--- config.mk ---
export PLATFORM = sky130hd
export DESIGN_NAME = id3_tag_frame_parser_core
export DESIGN_NICKNAME = d
export VERILOG_FILES = /design/src/rtl/core/id3tfp_pkg.sv /design/src/rtl/core/id3_tag_frame_parser_core.sv
export SDC_FILE = /design/constraint.sdc
export NUM_CORES = 1
export LEC_CHECK = 0
export BUFFER_PORTS_ARGS = -buffer_cell sky130_fd_sc_hd__buf_2
export CAP_MARGIN = 0
export CELL_PAD_IN_SITES_DETAIL_PLACEMENT = 0
export CELL_PAD_IN_SITES_GLOBAL_PLACEMENT = 1
export CORE_MARGIN = 1.5
export CORE_UTILIZATION = 49
export DETAILED_ROUTE_END_ITERATION = 12
export HOLD_SLACK_MARGIN = 0.02
export PLACE_DENSITY_LB_ADDON = 0.1
export SYNTH_ARGS = -nofsm -noshare
export SYNTH_HDL_FRONTEND = slang
export SYNTH_SLANG_ARGS = --single-unit
--- constraint.sdc ---
create_clock -name i_clk -period 5.05 [get_ports i_clk]
set_input_delay 0.505 -clock i_clk [delete_from_list [all_inputs] [get_ports i_clk]]
set_output_delay 0.505 -clock i_clk [all_outputs]
set_load 0.01 [all_outputs]
--- src/rtl/core/id3tfp_pkg.sv ---
package id3tfp_pkg;

    typedef logic [4:0] t_kind;
    typedef logic [0:0] t_cfg_index;

    localparam t_cfg_index CFG_SELECT_ALL = 1'b0;
    localparam t_cfg_index CFG_WANTED_ID  = 1'b1;

    localparam logic [3:0] HDR_LEN     = 4'd10;
    localparam logic [3:0] VERSION_POS = 4'd3;
    localparam logic [3:0] ID_END      = 4'd4;
    localparam logic [3:0] SIZE_END    = 4'd8;

    localparam logic [7:0] PRINT_MIN = 8'd32;
    localparam logic [7:0] PRINT_MAX = 8'd126;

    localparam t_kind KIND_TEXT      = 5'd0;
    localparam t_kind KIND_COMMENT   = 5'd1;
    localparam t_kind KIND_URL       = 5'd2;
    localparam t_kind KIND_CD_ID     = 5'd3;
    localparam t_kind KIND_EVENT     = 5'd4;
    localparam t_kind KIND_SYNC_TEXT = 5'd5;
    localparam t_kind KIND_UNSYNC    = 5'd6;
    localparam t_kind KIND_REL_VOL   = 5'd7;
    localparam t_kind KIND_EQUAL     = 5'd8;
    localparam t_kind KIND_PICTURE   = 5'd9;
    localparam t_kind KIND_PLAY_CNT  = 5'd10;
    localparam t_kind KIND_POPULAR   = 5'd11;
    localparam t_kind KIND_BUF_SIZE  = 5'd12;
    localparam t_kind KIND_LINK      = 5'd13;
    localparam t_kind KIND_POSITION  = 5'd14;
    localparam t_kind KIND_TERMS     = 5'd15;
    localparam t_kind KIND_OWNER     = 5'd16;
    localparam t_kind KIND_ENCRYPT   = 5'd17;
    localparam t_kind KIND_GROUP     = 5'd18;
    localparam t_kind KIND_PRIVATE   = 5'd19;
    localparam t_kind KIND_SIGNATURE = 5'd20;
    localparam t_kind KIND_SEEK      = 5'd21;
    localparam t_kind KIND_NONE      = 5'd22;

    // first matching test wins
    function automatic t_kind classify(input logic [31:0] id);
        logic [7:0] a;
        logic [7:0] b;
        logic [7:0] c;
        t_kind      k;
        a = id[31:24];
        b = id[23:16];
        c = id[15:8];
        if (a == "T")                    k = KIND_TEXT;
        else if (a == "C")               k = KIND_COMMENT;
        else if (a == "W")               k = KIND_URL;
        else if (a == "M" && b == "C")   k = KIND_CD_ID;
        else if (a == "E" && b == "T")   k = KIND_EVENT;
        else if (a == "S" && b == "Y")   k = KIND_SYNC_TEXT;
        else if (a == "U" && c == "L")   k = KIND_UNSYNC;
        else if (a == "R" && c == "A")   k = KIND_REL_VOL;
        else if (a == "E" && b == "Q")   k = KIND_EQUAL;
        else if (a == "A" && b == "P")   k = KIND_PICTURE;
        else if (a == "P" && b == "C")   k = KIND_PLAY_CNT;
        else if (a == "P" && c == "P")   k = KIND_POPULAR;
        else if (a == "R" && b == "B")   k = KIND_BUF_SIZE;
        else if (a == "L")               k = KIND_LINK;
        else if (a == "P" && c == "S")   k = KIND_POSITION;
        else if (a == "U" && c == "E")   k = KIND_TERMS;
        else if (a == "O")               k = KIND_OWNER;
        else if (a == "E" && b == "N")   k = KIND_ENCRYPT;
        else if (a == "G" && b == "R")   k = KIND_GROUP;
        else if (a == "P" && b == "R")   k = KIND_PRIVATE;
        else if (a == "S" && b == "I")   k = KIND_SIGNATURE;
        else if (a == "S" && b == "E")   k = KIND_SEEK;
        else                             k = KIND_NONE;
        return k;
    endfunction

    function automatic logic has_zero_byte(input logic [31:0] id);
        return (id[31:24] == 8'd0) || (id[23:16] == 8'd0) ||
               (id[15:8] == 8'd0) || (id[7:0] == 8'd0);
    endfunction

endpackage

--- src/rtl/core/id3_tag_frame_parser_core.sv ---
// The result of an accepted byte is registered in the output register in the next cycle.
// Throughput: one byte per cycle; the next request is taken while a result waits,
// as long as the output register is empty or is being emptied in the same cycle.
// All parsing for a byte is done by the classifier, compares and the 32-bit
// payload counter between the input handshake and the output register.
// Reset (synchronous, active low) selects all frames and restarts at the tag header.
module id3_tag_frame_parser_core (
    input  logic        i_clk,
    input  logic        i_rst_n,

    input  logic        i_cfg_we,
    input  logic [0:0]  i_cfg_index,
    input  logic [31:0] i_cfg_data,

    input  logic        i_in_valid,
    output logic        o_in_ready,
    input  logic [7:0]  i_data_byte,
    input  logic        i_start_of_tag,

    output logic        o_out_valid,
    input  logic        i_out_ready,
    output logic [7:0]  o_out_char,
    output logic        o_char_valid,
    output logic        o_is_version,
    output logic [4:0]  o_frame_kind,
    output logic [31:0] o_frame_id,
    output logic        o_last_of_frame
);

    typedef enum logic [1:0] {
        PH_TAG,
        PH_HDR,
        PH_PAY,
        PH_STOP
    } t_phase;

    logic                r_select_all;
    logic [31:0]         r_wanted_id;

    t_phase              r_phase, n_phase;
    logic [3:0]          r_hdr_cnt, n_hdr_cnt;
    logic [31:0]         r_id, n_id;
    logic [31:0]         r_size, n_size;
    logic [31:0]         r_left, n_left;
    id3tfp_pkg::t_kind   r_kind, n_kind;
    logic                r_emit, n_emit;

    logic                r_out_valid, n_out_valid;
    logic [7:0]          r_out_char, n_out_char;
    logic                r_char_valid, n_char_valid;
    logic                r_is_version, n_is_version;
    id3tfp_pkg::t_kind   r_frame_kind, n_frame_kind;
    logic [31:0]         r_frame_id, n_frame_id;
    logic                r_last, n_last;

    logic                in_acc;
    t_phase              cur_phase;
    logic [3:0]          cur_cnt;
    logic [31:0]         cur_id;
    logic [31:0]         cur_size;
    logic [3:0]          cnt_inc;
    logic                printable;
    logic                last_byte;
    id3tfp_pkg::t_kind   new_kind;

    assign o_in_ready = !r_out_valid || i_out_ready;
    assign in_acc     = i_in_valid && o_in_ready;

    always_comb begin
        // start of tag restarts the parse before this byte is taken
        cur_phase = i_start_of_tag ? PH_TAG : r_phase;
        cur_cnt   = i_start_of_tag ? 4'd0 : r_hdr_cnt;
        cur_id    = i_start_of_tag ? 32'd0 : r_id;
        cur_size  = i_start_of_tag ? 32'd0 : r_size;
        cnt_inc   = cur_cnt + 4'd1;
        printable = (i_data_byte >= id3tfp_pkg::PRINT_MIN) &&
                    (i_data_byte <= id3tfp_pkg::PRINT_MAX);
        last_byte = (r_left == 32'd1);
        new_kind  = id3tfp_pkg::classify(cur_id);

        n_phase   = cur_phase;
        n_hdr_cnt = cur_cnt;
        n_id      = cur_id;
        n_size    = cur_size;
        n_left    = i_start_of_tag ? 32'd0 : r_left;
        n_kind    = i_start_of_tag ? id3tfp_pkg::KIND_TEXT : r_kind;
        n_emit    = i_start_of_tag ? 1'b0 : r_emit;

        n_out_valid  = 1'b0;
        n_out_char   = 8'd0;
        n_char_valid = 1'b0;
        n_is_version = 1'b0;
        n_frame_kind = id3tfp_pkg::KIND_TEXT;
        n_frame_id   = 32'd0;
        n_last       = 1'b0;

        case (cur_phase)
            PH_TAG: begin
                if (cur_cnt == id3tfp_pkg::VERSION_POS) begin
                    n_out_valid  = 1'b1;
                    n_out_char   = i_data_byte;
                    n_char_valid = 1'b1;
                    n_is_version = 1'b1;
                end
                n_hdr_cnt = cnt_inc;
                if (cnt_inc >= id3tfp_pkg::HDR_LEN) begin
                    n_hdr_cnt = 4'd0;
                    n_phase   = PH_HDR;
                end
            end
            PH_HDR: begin
                if (cur_cnt < id3tfp_pkg::ID_END) begin
                    n_id = {cur_id[23:0], i_data_byte};
                end else if (cur_cnt < id3tfp_pkg::SIZE_END) begin
                    n_size = {cur_size[23:0], i_data_byte};
                end
                n_hdr_cnt = cnt_inc;
                // last header byte is a flag byte, so the ID and size are complete
                if (cnt_inc >= id3tfp_pkg::HDR_LEN) begin
                    n_hdr_cnt = 4'd0;
                    if (id3tfp_pkg::has_zero_byte(cur_id)) begin
                        n_phase = PH_STOP;
                    end else begin
                        n_kind  = new_kind;
                        n_emit  = (new_kind != id3tfp_pkg::KIND_NONE) &&
                                  (r_select_all || (cur_id == r_wanted_id));
                        n_left  = cur_size;
                        n_phase = (cur_size != 32'd0) ? PH_PAY : PH_HDR;
                    end
                end
            end
            PH_PAY: begin
                n_left = r_left - 32'd1;
                if (r_emit && (printable || last_byte)) begin
                    n_out_valid  = 1'b1;
                    n_out_char   = printable ? i_data_byte : 8'd0;
                    n_char_valid = printable;
                    n_frame_kind = r_kind;
                    n_frame_id   = r_id;
                    n_last       = last_byte;
                end
                if (last_byte) begin
                    n_phase   = PH_HDR;
                    n_hdr_cnt = 4'd0;
                end
            end
            default: begin
                // stopped: drop bytes until the next start of tag
            end
        endcase
    end

    always_ff @(posedge i_clk) begin
        if (!i_rst_n) begin
            r_select_all <= 1'b1;
            r_wanted_id  <= 32'd0;
            r_phase      <= PH_TAG;
            r_hdr_cnt    <= 4'd0;
            r_id         <= 32'd0;
            r_size       <= 32'd0;
            r_left       <= 32'd0;
            r_kind       <= id3tfp_pkg::KIND_TEXT;
            r_emit       <= 1'b0;
            r_out_valid  <= 1'b0;
        end else begin
            if (i_cfg_we) begin
                case (i_cfg_index)
                    id3tfp_pkg::CFG_SELECT_ALL: r_select_all <= i_cfg_data[0];
                    id3tfp_pkg::CFG_WANTED_ID:  r_wanted_id  <= i_cfg_data;
                    default: ;
                endcase
            end
            if (in_acc) begin
                r_phase     <= n_phase;
                r_hdr_cnt   <= n_hdr_cnt;
                r_id        <= n_id;
                r_size      <= n_size;
                r_left      <= n_left;
                r_kind      <= n_kind;
                r_emit      <= n_emit;
                r_out_valid <= n_out_valid;
            end else if (i_out_ready) begin
                r_out_valid <= 1'b0;
            end
        end
    end

    // result payload holds until the next accepted request
    always_ff @(posedge i_clk) begin
        if (in_acc) begin
            r_out_char   <= n_out_char;
            r_char_valid <= n_char_valid;
            r_is_version <= n_is_version;
            r_frame_kind <= n_frame_kind;
            r_frame_id   <= n_frame_id;
            r_last       <= n_last;
        end
    end

    assign o_out_valid     = r_out_valid;
    assign o_out_char      = r_out_char;
    assign o_char_valid    = r_char_valid;
    assign o_is_version    = r_is_version;
    assign o_frame_kind    = r_frame_kind;
    assign o_frame_id      = r_frame_id;
    assign o_last_of_frame = r_last;

    a_stop_silent: assert property (@(posedge i_clk) disable iff (!i_rst_n)
        (in_acc && !i_start_of_tag && r_phase == PH_STOP) |=> !o_out_valid)
        else $error("result produced while parsing is stopped");

    a_version_shape: assert property (@(posedge i_clk) disable iff (!i_rst_n)
        (o_out_valid && o_is_version) |->
            (o_char_valid && !o_last_of_frame && o_frame_kind == id3tfp_pkg::KIND_TEXT))
        else $error("malformed version result");

    a_known_kind: assert property (@(posedge i_clk) disable iff (!i_rst_n)
        (o_out_valid && !o_is_version) |-> (o_frame_kind != id3tfp_pkg::KIND_NONE))
        else $error("payload result from unrecognised frame");

    a_frame_end: assert property (@(posedge i_clk) disable iff (!i_rst_n)
        (in_acc && !i_start_of_tag && r_phase == PH_PAY && r_left == 32'd1) |=>
            (r_phase == PH_HDR && r_hdr_cnt == 4'd0))
        else $error("frame end did not return to header parsing");

endmodule
Word level (Yosys, flattened, before mapping)
Index checks and enable logic that the tools add are counted.

Output and inout bits: 50. Flip-flop bits (word level): 190. Word-level logic and storage cells: 160. Input bits: 47.

Mux-type cells: 63. $lt $le $gt $ge: 5. Bitwise operators: 1. Add/sub/neg operators: 2. Eq/ne operators: 34. Reduce and logical (&&, ||, !) cells: 39.

Operators by type and width (number): 32-bit two-way mux (10); 8-bit by 7-bit equality test with 1-bit output, second input constant (28); 5-bit two-way mux (20); 32-bit one-hot mux with 2 select lines (1); 32-bit by 1-bit equality test with 1-bit output, second input constant (1); 32-bit equality test (1); 8-bit zero test (4); 32-bit nonzero test (1); 32-bit by 1-bit subtractor with 32-bit output, second input constant (1); 8-bit two-way mux (3); 1-bit logical AND (21); 2-bit two-way mux (8); 8-bit one-hot mux with 2 select lines (1); 3-bit two-way mux (4); 4-bit two-way mux (3); 1-bit two-way mux (9); 8-bit by 6-bit >= comparator with 1-bit output, second input constant (1); 8-bit by 7-bit less-or-equal comparator with 1-bit output, second input constant (1); 4-bit one-hot mux with 2 select lines (1); 1-bit logical OR (6); 2-bit one-hot mux with 3 select lines (1); 2-bit AND reduction (3); 5-bit != test, second input constant (1); 4-bit by 1-bit adder with 4-bit output, second input constant (1); 12 further kinds (13).

Logic depth before layout (Yosys ltp)
Gate-level depths: netlist of run 1.

Depth after elaboration: 30. Mapped depth: 16. Mapped depth without buffers: 11.

Worst setup path before layout of run 1
OpenSTA, ideal clock, no wires.

Path type: input to register. Start point: input port i_start_of_tag. End point: register r_left[8]. Cell stages on the path: 15. Buffers on the path: 7. Setup time: 0.115 ns. Data arrival time: 3.485 ns. Required time: 4.935 ns. Slack: 1.450 ns. Path through: buf_2 buf_2 buf_1 clkbuf_1 clkbuf_1 nor2b_1 ha_1 nor3b_1 or3_1 clkbuf_1 nor2_4 buf_4 mux2i_1 o221ai_1 and2_1.

Word-level cells in the longest chain between the ends: 8. Elaborated cells on any way between the ends: 19. Those cells by class: 1 x add/sub; 1 x order compare; 2 x eq/ne; 8 x mux; 7 x reduce/logical.

Ends and longest elaborated chain: start, declared (RTL line id3_tag_frame_parser_core.sv:18) `input logic i_start_of_tag,`; branches (longest 7 deep; another with 4-bit by 1-bit adder with 4-bit output); 32-bit one-hot mux with 2 select lines (*) (RTL line id3_tag_frame_parser_core.sv:97) `case (cur_phase)`; end signal, assigned (RTL line id3_tag_frame_parser_core.sv:178) `r_left <= n_left;`; end, declared (RTL line id3_tag_frame_parser_core.sv:44) `logic [31:0] r_left, n_left;`.

Mark *: on every way between the ends. A chain may end at the register's enable or synchronous reset.

Worst setup path after layout of run 1
Start point: input port i_start_of_tag. End point: register r_left[31].

The elaborated chain is that of the path after synthesis.

==> results.md, run 1 <==
- Status: finished, final reports clean
- Ratio of cells with drive above 1 in the final layout: 0.134
- Number of flops mapped to enable cells by yosys: 48
- FF-to-FF setup slack: 2.01 ns
- Synthesized net count: 1218
- Inst Count DP: around 1.4k
- Min-Delay Path Depth: 3
- Static leakage: 3.91 nW
- H-tree level count: 4
- First-pass GRT wire length: roughly 46000 microns
- Residual DRC: 0
- Post-Synthesis Cell Area: 10000 sq um
- Fmax: between 300 and 400 MHz
- Clock Latency Late Sink: 0.45 ns
- Reg clk slew, reported paths: 0.08 ns
- IO Pins: 97
- Layout Skew: 0.0160 ns
- Largest net degree at the start of global routing: 67
- CTS tree: yes
- Iteration count of the initial detailed-routing pass: 5
- Initial DRC Count: 899
- Initial core utilization: 0.497
- Syn Area/Cell: between 8 and 9 sq um
- Non-filler cells, final: 1480
- Startpoint types: input port
- Max incr delay on CP: 0.84 ns
- Cell taking the most area after synthesis: dfxtp_1
- Die area: 21300 sq um
- Gr ovfl total: 0
- Gates resized, CTS repair: 0
- Register bit total from synthesis: 190
- Critical path, cell by cell: buf_2 > buf_4 > nor2b_1 > ha_1 > xor2_1 > nor3b_1 > or3_1 > o21ai_2 > a21oi_1 > o41ai_1 > nor2_1
- Post-CTS Setup Inserts: 0
- WP depth: 11
- Top cell type's share of synthesized area: 0.283
- Asr flop ratio synth: 0
- Buffers & Inverters on Critical Path: 2
- Slew headroom: 0.274
- Vias in the first global route: 8058
- Num CTS Buffers: 17
- Clk buf depth: 2
- Primary FF master, synth: dfxtp_1
- Tmin final: around 3.2 ns
- Period utilisation layout: 0.635
- Crit path DAT: 3.53 ns
- Worst-path maximum fanout: 61
- Via-per-instance ratio: 6.08
- WS Path Type: input port to register
- Worst path required time: ~5.4 ns
- Avg WL per Cell: a little under 20 microns
- Critical Path End Type: register
- # Max-Cap Violations: 0
- RD Place Congestion: 0.889
- CTS Sinks: 190
- Die Wd: 146 microns
- Setup TNS: 0 ns
- Slowest CP cell: o21ai_2
- Final WL: 28700 microns
- PortBufs: 96
- Crit-path leading delay family: compound AO/OA/AOI/OAI gates
- CTS root buf: clkbuf_16
- Synth warn: 0
- Nets: between 1k and 1.5k
- Antenna diode count: 0
- Synth unique cells: 76
- Total GRT Usage: 0.270
- Min-delay worst type: input port to register
- Num rows: between 50 and 60
- Layout Utilization: 0.552
- Vias: 8998
- Core area: 20200 sq um
- Final HPWL DP: 19900 microns
- Initial antenna violation count: 0
- Die Ht: 146 microns
- Area Overhead vs Synth: 10.9%
- Final hold violation count: 0
- Unrepaired setup endpoints after global routing: false
- Synth Instances: 1163
- PD cells: 287 nW/um^2
- Max-slew violation count: 0
- Maximum VDD drop: 0.204 mV
- Post-route ant nets: 0
- Cts hold-fix bufs: 0
- Synth area leaders: dfxtp_1 (28%), edfxtp_1 (14%), a22oi_1 (5.3%)
- Post-synthesis sequential area ratio: 0.427
- # setup viols final: 0
- Worst-Margin Slew: 1.09 ns
- Register-to-Register Path Depth: 7
## worst reg2reg max path, stage by stage (launching register included)
cell and delay [ns]:
dfxtp_1 0.70, nor4_1 0.16, o21ai_0 0.29, nand4_1 0.34, o21ai_2 0.89, a21oi_1 0.15, o41ai_1 0.35, nor2_1 0.06
## path summary, 6_finish.rpt
check	start	end
worst max register to register	r_id[24]	r_left[31]
worst min register to register	r_kind[3]	r_kind[3]
worst max-delay path	i_start_of_tag	r_left[31]
worst min-delay path	i_cfg_data[28]	r_wanted_id[28]
## where the power goes
group	internal, mW	total (mW)	leakage, nW	switching, mW
combinational	0.0928	0.250	2.02	0.157
sequential	1.59	1.62	1.61	0.0259
clock	0.677	1.33	0.275	0.649
## final cells by class
cell class | count | area (sq um)
fill | 1937 | 9040
multi-input combinational | 862 | 5300
sequential | 190 | 4280
timing repair buffer | 109 | 578
clock buffer | 18 | 450
tap | 270 | 338
clock inverter | 14 | 120
inverter | 17 | 63.8
## state kept, by name (all words and copies together), names as in the netlist, 2 cells and up
name          flops
r_left           32
r_phase           2
r_hdr_cnt         4
o_frame_kind      5
o_frame_id       32
o_out_char        8
r_id             32
r_kind            5
r_size           32
r_wanted_id      32
## logic make-up (layout without fill, tap and decap cells)
group / count (synthesis) / in the layout / share of synthesized area
AO/OA/AOI/OAI: 331 / 331 / 0.220
multiplexers: 11 / 11 / 0.0112
flip-flops: 190 / 190 / 0.427
XOR/XNOR: 20 / 20 / 0.0175
adder cells (fa/ha/maj): 8 / 8 / 0.00998
AND/OR/NAND/NOR: 492 / 492 / 0.269
buffers and inverters: 111 / 158 / 0.0459
## placed cells by master, fill, tap and decap left out, drive strengths merged, types with 6 or more instances in the layout
master and n:
dfxtp 142, nand2 125, buf 109, o21ai 91, a22oi 71, nor2 70
nor2b 69, and2 55, edfxtp 48, a21oi 42, a21boi 38, nor3 36
nor4 30, nand3 24, inv 24, clkbuf 18, nand4 15, nor4bb 15
xor2 12, a31oi 12, or3 12, o31ai 11, and3 10, mux2i 9
a22o 9, xnor2 8, o21bai 8, ha 8, a32oi 7, nand2b 6
o22ai 6
## layer usage
layer,track usage,share of wire
met1,0.418,0.49
met2,0.382,0.41
met3,0.0459,0.076
met4,0.0773,0.016
met5,0,0
## synth_stat cells, types with 9 or more instances
cell type / count
a21boi_0: 36
a21oi_1: 40
a22o_1: 9
a22oi_1: 71
a31oi_1: 12
and2_1: 55
and3_1: 10
buf_2: 11
clkbuf_1: 73
dfxtp_1: 142
edfxtp_1: 48
inv_1: 16
mux2i_1: 9
nand2_1: 125
nand3_1: 24
nand4_1: 15
nor2_1: 68
nor2b_1: 69
nor3_1: 35
nor4_1: 28
nor4bb_1: 15
o21ai_0: 87
o31ai_1: 11
or3_1: 11
xor2_1: 12
## stage by stage
stage | total power, mW | worst slack [ns] | hold slack (ns) | instance area, sq um
2_1_floorplan | 1.81 | 1.45 | 0.426 | 10000
3_3_place_gp | 1.90 | 1.51 | 0.438 | 10600
3_5_place_dp | 1.90 | 1.45 | 0.442 | 10600
4_1_cts | 3.21 | 1.90 | 0.296 | 11100
5_1_grt | 3.30 | 1.62 | 0.311 | 11100
6_report | 3.19 | 1.84 | 0.301 | 11100
(Power assumes the default switching activity.)
==> run 2, diff against run 1 <==
- CORE_UTILIZATION: 49 -> 41
- clock period: 5.05 -> 2.6 ns (I/O delays scaled with it)
==> run 2 against run 1 <==
  * Clock-buffer cell count is the same
  * Largest cell class unchanged
  * Final cell count grew 12%
  * Hold slack lost 0.25 ns
  * Die area grew 19%
  * Critical endpoint is now r_kind[3]
  * Clock power grew 97%
  * Clock skew grew 0.0065 ns
==> results.md, run 2 (synthesis results as in run 1) <==
- Via-per-instance ratio: 5.68
- Min-delay worst type: input port to register
- Gr ovfl total: 0
- Met2 wire len: about 13000 microns
- Startpoint types: register
- Initial antenna violation count: 1
- WS Path Type: register to register
- H-tree level count: 4
- PortBufs: 96
- Status: finished, final reports clean
- Die Wd: 159 microns
- Static leakage: 4.57 nW
- Clk buf depth: 2
- Tmin final: 2.51 ns
- CTS tree: yes
- Initial core utilization: 0.415
- Vias: 9390
- Largest net degree at the start of global routing: 63
- Num rows: 57
- Layout Skew: 0.0224 ns
- Avg WL per Cell: between 15 and 20 microns
- Final hold violation count: 0
- Critical path, cell by cell: buf_4 > nor3b_1 > buf_4 > nand4_1 > buf_4 > o32ai_1 > nor3_1 > nand2_1 > or3b_1 > a21boi_1
- Critical Path End Type: register
- Most common cell after layout, fill and taps aside: dfxtp_1
- Setup TNS: 0 ns
- Max-slew violation count: 0
- Nets: 1369
- PD cells: 515 nW/um^2
- Maximum VDD drop: 0.371 mV
- Cts hold-fix bufs: 0
- # Max-Cap Violations: 0
- Slew headroom: 0.599
- # setup viols final: 0
- Post-CTS Setup Inserts: 0
- Iteration count of the initial detailed-routing pass: 5
- Period utilisation layout: 0.966
- Reg clk slew, reported paths: 0.07 ns
- Total GRT Usage: 0.259
- Vias in the first global route: 8843
- Clock Latency Late Sink: 0.44 ns
- Max incr delay on CP: 0.47 ns
- Worst path required time: 2.96 ns
- IO Pins: 97
- Slowest CP cell: nor3b_1
- Worst-Margin Slew: 0.596 ns
- FF-to-FF setup slack: 0.09 ns
- Area Overhead vs Synth: 22.3%
- Die Ht: between 150 and 200 microns
- CTS root buf: clkbuf_16
- Initial DRC Count: 813
- Min-Delay Path Depth: 3
- Final Power: 6.32 mW
- First-pass GRT wire length: between 50000 and 60000 microns
- Core area: about 24000 sq um
- Die area: roughly 25000 sq um
- CTS Sinks: 190
- Num CTS Buffers: 17
- Met3 WL: approximately 2300 microns
- Post-route ant nets: 0
- Most frequent CP cell: buf_4
- Residual DRC: 0
- Crit path DAT: 2.87 ns
- Metal-1 WL: around 16000 microns
- Final HPWL DP: 23500 microns
- Register-to-Register Path Depth: 10
- Highest metal used: met4
- Worst-path maximum fanout: 7
- Ratio of cells with drive above 1 in the final layout: 0.217
- Fmax: 398 MHz
- Final WL: 32100 microns
- RD Place Congestion: a little under 0.9
- Most frequent cells in the layout: dfxtp_1 (142), nand2_1 (125), buf_4 (121), buf_2 (95), o21ai_0 (78)
- Unrepaired setup endpoints after global routing: false
==> run 2: final timing paths <==
kind | from | endpoint
min | i_cfg_data[0] | r_select_all
max reg2reg | r_id[27] | r_kind[3]
min reg2reg | r_kind[2] | r_kind[2]
max | r_id[27] | r_kind[3]
==> run 2: worst max-delay path, delay by kind of cell (launching register included) <==
family,cells,cell delay [ns]
AND/OR/NAND/NOR,5,1.16
buffers and inverters,3,0.51
AO/OA/AOI/OAI,2,0.43
flip-flops,1,0.33
==> run 2: layer usage <==
layer  GRT usage  vias up
met5           0        -
met4      0.0738        0
met3      0.0498       34
met2       0.354      334
met1       0.405     4462
li1            -     4560
==> run 2: final cells by class <==
class | count | area [sq um]
well taps | 324 | 405
fillers | 2392 | 11900
diodes | 1 | 2.50
repair buffers | 226 | 1580
multi-input cells | 862 | 5350
clock inverters | 14 | 143
flip-flops and latches | 190 | 4280
clock buffers | 18 | 439
inverters | 17 | 63.8
==> run 2: per-stage QoR <==
step / setup slack (ns) / utilization / instances / cell area (sq um) / hold WS (ns)
detailed placement: -0.0208 / 0.482 / 1619 / 11700 / 0.456
global placement: -0.0861 / 0.482 / 1619 / 11700 / 0.451
global route: 0.00271 / 0.508 / 1651 / 12300 / 0.0697
CTS: 0.0883 / 0.507 / 1651 / 12200 / 0.0440
finish: 0.0897 / 0.508 / 1652 / 12300 / 0.0533
floorplan: -0.163 / - / 1163 / 10100 / 0.385
==> run 2: power breakdown <==
part	internal (mW)	total (mW)	leakage [nW]	switching (mW)
combinational	0.235	0.567	2.67	0.333
clock	1.31	2.62	0.282	1.31
sequential	3.09	3.14	1.61	0.0454
total	4.64	6.32	4.57	1.68
==> run 2: repair_timing <==
action	in CTS	in global routing
setup endpoints to repair	0	7
gates resized for setup	0	6
hold endpoints to repair	0	0
